### src/dtgp_pkg.sv
// ============================================================================
// dtgp_pkg: shared constants and types for the disparity-to-point pipeline
// Field widths, table slot map, register indexes and derived datapath widths.
// ============================================================================
package dtgp_pkg;

    // Pixel coordinate width and transform table size
    localparam int COORD_BITS  = 12;
    localparam int TABLE_WORDS = 18;
    localparam int AXES        = 3;
    localparam int SLOT_OFFSET = 9;
    localparam int SLOT_ROI    = 12;

    // Port and register field widths
    localparam int CFG_IDX_W = 3;
    localparam int IDX_W     = 5;
    localparam int WORD_W    = 32;
    localparam int FOCAL_W   = 32;
    localparam int CENTER_W  = 28;
    localparam int BASE_W    = 20;
    localparam int STRIDE_W  = 5;
    localparam int DEPTH_W   = 26;
    localparam int RAW_W     = 16;
    localparam int DISP_W    = RAW_W - 1;
    localparam int GRAY_W    = 8;

    // Fixed point: Q16.16, disparity carries 4 fraction bits and is scaled by 4096
    localparam int FRAC_W     = 16;
    localparam int DISP_SHIFT = 12;

    // Depth divide: numerator focal*baseline/4096, quotient limited to depth width
    localparam int NZ_W = FOCAL_W + BASE_W - DISP_SHIFT;
    localparam int ZQ_W = DEPTH_W;

    // Back-projection: ((u << 16) - center) * z, then divide by focal
    localparam int PIX_W  = (COORD_BITS + FRAC_W > CENTER_W) ? COORD_BITS + FRAC_W : CENTER_W;
    localparam int DIFF_W = PIX_W + 1;
    localparam int PROD_W = DIFF_W + ZQ_W + 1;
    localparam int NUM_W  = PIX_W + ZQ_W;
    localparam int XQ_W   = WORD_W - 1;

    // Matrix stage
    localparam int MAC_W = 2 * WORD_W;
    localparam int SUM_W = MAC_W + 2;
    localparam int G_W   = SUM_W - FRAC_W + 1;

    localparam logic signed [RAW_W-1:0]  DISP_MIN      = RAW_W'(8);
    localparam logic signed [WORD_W-1:0] Q_MAX         = {1'b0, {(WORD_W-1){1'b1}}};
    localparam logic signed [WORD_W-1:0] Q_MIN         = {1'b1, {(WORD_W-1){1'b0}}};
    localparam logic [DEPTH_W-1:0]       DEPTH_MAX_RST = DEPTH_W'(65536000);
    localparam logic [STRIDE_W-1:0]      STRIDE_RST    = STRIDE_W'(1);

    typedef enum logic {
        CMD_PIXEL = 1'b0,
        CMD_TABLE = 1'b1
    } cmd_t;

    typedef enum logic [CFG_IDX_W-1:0] {
        CFG_FOCAL_X   = 3'd0,
        CFG_FOCAL_Y   = 3'd1,
        CFG_CENTER_X  = 3'd2,
        CFG_CENTER_Y  = 3'd3,
        CFG_BASELINE  = 3'd4,
        CFG_STRIDE    = 3'd5,
        CFG_DEPTH_MIN = 3'd6,
        CFG_DEPTH_MAX = 3'd7
    } cfg_reg_t;

endpackage

### src/dtgp_div.sv
// ============================================================================
// dtgp_div: pipelined unsigned divider, one quotient bit per stage
// Divides a NUM_W-bit magnitude by a 32-bit divisor into a 31-bit quotient
// and flags quotients that do not fit (caller saturates).
// ============================================================================
module dtgp_div
    import dtgp_pkg::*;
(
    input  logic              clk,
    input  logic              en,
    input  logic [NUM_W-1:0]  num,
    input  logic [WORD_W-1:0] den,
    output logic [XQ_W-1:0]   quo,
    output logic              ovf
);

    typedef struct packed {
        logic              ovf;
        logic [WORD_W-1:0] rem;
        logic [XQ_W-1:0]   q;
    } dstage_t;

    dstage_t st_reg [XQ_W];

    for (genvar k = 0; k < XQ_W; k++) begin : g_st
        dstage_t         src;
        dstage_t         dst;
        logic [WORD_W:0] t;
        logic            ge;

        // First stage loads the high numerator bits as partial remainder
        if (k == 0) begin : g_first
            always_comb
            begin
                src.rem = WORD_W'(num[NUM_W-1:XQ_W]);
                src.q   = num[XQ_W-1:0];
                src.ovf = (WORD_W'(num[NUM_W-1:XQ_W]) >= den);
            end
        end else begin : g_next
            assign src = st_reg[k-1];
        end

        // Restoring step: shift in next numerator bit, subtract if it fits
        always_comb
        begin
            t       = {src.rem, src.q[XQ_W-1]};
            ge      = (t >= {1'b0, den});
            dst.ovf = src.ovf;
            dst.rem = ge ? WORD_W'(t - {1'b0, den}) : t[WORD_W-1:0];
            dst.q   = {src.q[XQ_W-2:0], ge};
        end

        always_ff @(posedge clk)
        begin
            if (en)
            begin
                st_reg[k] <= dst;
            end
        end
    end

    assign quo = st_reg[XQ_W-1].q;
    assign ovf = st_reg[XQ_W-1].ovf;

endmodule

### config.mk
export PLATFORM = sky130hd
export DESIGN_NAME = dtgp_div
export DESIGN_NICKNAME = d
export VERILOG_FILES = /design/src/dtgp_pkg.sv /design/src/dtgp_div.sv
export SDC_FILE = /design/constraint.sdc
export NUM_CORES = 2
export LEC_CHECK = 0
export ABC_CLOCK_PERIOD_IN_PS = 3700
export BUFFER_PORTS_ARGS = -buffer_cell sky130_fd_sc_hd__buf_2
export CAP_MARGIN = 40
export CORE_MARGIN = 3
export CORE_UTILIZATION = 50
export CTS_CLUSTER_DIAMETER = 100
export DETAILED_ROUTE_END_ITERATION = 16
export GPL_TIMING_DRIVEN = 0
export PLACE_DENSITY = 0.68
export SETUP_SLACK_MARGIN = 0.02
export SLEW_MARGIN = 10
export SYNTH_ARGS = -nofsm -noshare
export SYNTH_HDL_FRONTEND = slang
export SYNTH_SLANG_ARGS = --single-unit
### constraint.sdc
create_clock -name clk -period 3.7 [get_ports clk]
set_clock_uncertainty 0.05 [all_clocks]
set_input_delay 0 -clock clk [delete_from_list [all_inputs] [get_ports clk]]
set_output_delay 0 -clock clk [all_outputs]
set_load 0.01 [all_outputs]
==> flow_metrics.tcl <==
set metrics [dict create \
    outcome "finished clean" \
    post-route-min-period_ns 3.682 \
    start_kind "register" \
    crit_family "compound AO/OA/AOI/OAI gates" \
    intPower_mw 76.18 \
    power.clock.fraction 0.167 \
    fillers 19393 \
    max_freq_mhz 271.6 \
    cts-htree-levels 4 \
    muxShareOfSynthArea 0.03840 \
    dp_hpwl_mm 229.3 \
    numCtsBuffers 213 \
    hold_start "den[8]" \
    die_area_mm2 0.2403 \
    relSlewSlack 0.3943 \
    grt.total_usage 0.2642 \
    crit_chain "inv_1 -> ha_2 -> fa_2 -> nor2b_1 -> o21ai_1 -> a21boi_2 -> o31ai_4 -> a311oi_2 -> a311o_1 -> a221o_1 -> a221oi_2 -> o21ai_1 -> xor2_1 -> mux2_4" \
    rsz0062_at_grt "yes" \
    worstReg2RegStart "st_reg[5][94]$_DFFE_PP_" \
    worstPathRequired_ns 4.26 \
    antenna_found_initial 15 \
    synth_nets 11552 \
    peakVddDrop_mv 0.5328 \
    ant_nets 0 \
    swShare 0.4026 \
    p_switching_mw 51.34 \
    pin_count 120 \
    synth.distinct_cells 102 \
    leakage_nw 53.25 \
    dpl_worst_slack_ns -1.579 \
    clockRootBuffer "clkbuf_16" \
    tns_ns 0 \
    yosys_warnings 0 \
    finalSetupViolations 0 \
    worstSetupPathType "register to register" \
    viasPerCell 6.002 \
    initial_core_util 0.5032 \
    grt_pass1_vias 84106 \
    synth-edff-count 1952 \
    fin_crit_sh 0.9951 \
    yosysMostFrequentCell "edfxtp_1" \
    firstDrtPassIters 8 \
    hp-class "primary input to register" \
    cp.arrival_ns 4.24 \
    yosysSeqAreaShare 0.5000 \
    synthSimpleGateAreaFrac 0.1027 \
    fin_area_mm2 0.1355 \
    ys.flop_type "edfxtp_1" \
    synthArstFlopShare 0 \
    synth.top_cell.area_share 0.5000 \
    hold_end "st_reg[12][40]$_DFFE_PP_" \
    synth_compound_area_frac 0.1655 \
    cts_tree "built" \
    end_kind "register" \
    synth_xor_area_frac 0.06007 \
    fin_ws_ns 0.01814 \
    die_w_um 490.2 \
    synth_adder_area_share 0.1126 \
    portBuffers 119 \
    hold_violations 0 \
    synthTopCellsByArea "edfxtp_1, ha_1, a21oi_1" \
    drtIter0Drc 7092 \
    clkTransAtPathRegs_ns 0.06 \
    regToRegSetupSlack_ns 0.02 \
    placedInstanceArea_mm2 0.1231 \
    path_buf_inv 1 \
    cts_sinks 1952 \
    synth_top_family_by_area "compound AO/OA/AOI/OAI gates" \
    reg2regPathDepth 14 \
    layout-drive-gt1-share 0.1389 \
    stdcell_count 14428 \
    grt_pass1_wl_mm 493.2 \
    clkLatencyLatePin_ns 0.89 \
    wl_mm 331.7 \
    die_h_um 490.2 \
    r2r-end "st_reg[6][61]$_DFFE_PP_" \
    placed_cells 13731 \
    synth_area_leader_cell "edfxtp_1" \
    cp_common_cell "o21ai_1" \
    rows 177 \
    drc 0 \
    cap_violations 0 \
    syn_inst 10427 \
    wl_per_cell_um 22.99 \
    area_delta_synth_final_pct 15.61 \
    power_mw 127.5 \
    crit_path_top_delay_cell "edfxtp_1" \
    nNetsFinal 12230 \
    max_stage_delay_ns 0.44 \
    drv_slew 0 \
    grt-ovfl-total 0 \
    synth_commonest_cells "edfxtp_1, ha_1, a21oi_1" \
    synth_seq_cells 1952 \
    cts.path.max_buffers 3 \
    syn-cell-area_mm2 0.1172 \
    whs_path_depth 6 \
    cp_max_fo 3 \
    sequentialPowerShare 0.307 \
    tightest_slew_ns 0.9085 \
    coreArea_mm2 0.2330 \
    grt_max_degree 168 \
    pwr-share-comb 0.526 \
    largest_reg_flops 1952 \
    avgSynthCellArea_um2 11.24 \
    power.density_mw_per_mm2 940.8 \
    via_count 86597 \
    globalplace.congestion 0.9224 \
]
-- layer usage --
layer | vias to the layer above | GRT usage | wire length (um)
met5 | - | 0 | 20
met4 | 2 | 0.1445 | 20340
met3 | 828 | 0.03618 | 17810
met2 | 2727 | 0.4499 | 160800
met1 | 42021 | 0.3250 | 132600
li1 | 41019 | - | -
-- repair_timing --
| item | CTS | global route |
|---|---|---|
| endpoints found under the setup margin | 837 | 891 |
| hold buffers | 143 | 0 |
| gates resized for setup | 295 | 404 |
| gates cloned | 1 | 5 |
| setup buffers | 39 | 116 |
| endpoints found under the hold margin | 509 | 0 |
| pin swaps | 43 | 114 |
-- through the flow --
step | utilization | hold slack, ns
global route | 0.5817 | 0.04719
CTS | 0.5710 | 0.006027
global placement | 0.5226 | 0.1265
detailed placement | 0.5286 | 0.1284
finish | 0.5817 | 0.06283
floorplan | - | 0.04887
-- final cells by class --
cell class                      instances  area (um2)  share of cell area
Clock buffer                          249        5529             0.04079
Tap cell                             3132        3919             0.02891
Timing Repair Buffer                  475        4701             0.03468
Clock inverter                        146        1523             0.01123
Sequential cell                      1952       58620              0.4325
Multi-Input combinational cell       7887       58330              0.4304
Inverter                              311        1250            0.009222
Antenna cell                           11       27.53           0.0002031
Buffer                                265        1634             0.01206
-- placed cells by master (no fill, tap or decap), types with 39 or more instances in the layout --
cell type      instances
xor2_1               320
o31ai_1               39
buf_16                43
o21ai_0              702
o21a_1               111
clkbuf_2              47
a31oi_1               80
nand4_1              164
nor2b_1              144
a21oi_2               47
clkbuf_16            219
clkbuf_1             144
nand2_1              835
clkinv_2              48
nand3_1              186
nor2_1               594
a21o_1               535
inv_1                275
buf_4                175
nand2b_1             154
o21ai_1               73
o21bai_1             108
ha_1                 961
buf_2                136
edfxtp_1            1952
xnor2_1              484
mux2_2               356
a211oi_1              57
a21oi_1              895
and3_1                81
dlygate4sd3_1        142
o211ai_1              39
or3_1                 39
nor3_1               119
-- cell families (layout without fill, tap and decap cells) --
kind of cell / count (synthesis) / after routing
DFF: 1952 / 1952
AOI/OAI and AO/OA: 3112 / 3113
buffers and inverters: 589 / 1446
other: 0 / 11
muxes: 404 / 404
xor gates and xnor gates: 804 / 804
and+or+nand+nor: 2529 / 2529
adders and majority gates: 1037 / 1037
-- worst max path at each step --
| stage | startpoint | endpoint | slack [ns] | depth (start not counted) |
|---|---|---|---|---|
| floorplan | den[3] | st_reg[5][56]$_DFFE_PP_ | 0.05 | 14 |
| global placement | en | st_reg[15][11]$_DFFE_PP_ | -27.65 | 1 |
| detailed placement | den[1] | st_reg[3][125]$_DFFE_PP_ | -1.58 | 17 |
| CTS | st_reg[5][94]$_DFFE_PP_ | st_reg[6][61]$_DFFE_PP_ | -0.08 | 14 |
| global route | st_reg[8][30]$_DFFE_PP_ | st_reg[8][125]$_DFFE_PP_ | -0.07 | 14 |
| finish | st_reg[5][94]$_DFFE_PP_ | st_reg[6][61]$_DFFE_PP_ | 0.02 | 14 |
-- worst reg2reg max path, cell delays in order, from the launching register on --
cell and delay (ns):
edfxtp_1 0.44, inv_1 0.09, ha_2 0.20, fa_2 0.23, nor2b_1 0.05, o21ai_1 0.23
a21boi_2 0.12, o31ai_4 0.23, a311oi_2 0.16, a311o_1 0.40, a221o_1 0.36, a221oi_2 0.28
o21ai_1 0.13, xor2_1 0.16, mux2_4 0.28
-- power groups by stage --
stage	clock network [mW]	logic [mW]	registers, mW
2_1_floorplan	0	45.9	36.8
3_3_place_gp	0	59.5	40.7
3_5_place_dp	0	60.7	39.5
4_1_cts	21.9	63.3	39.1
5_1_grt	22.7	73.4	39.6
6_report	21.3	67.0	39.2
(Power assumes the default switching activity.)
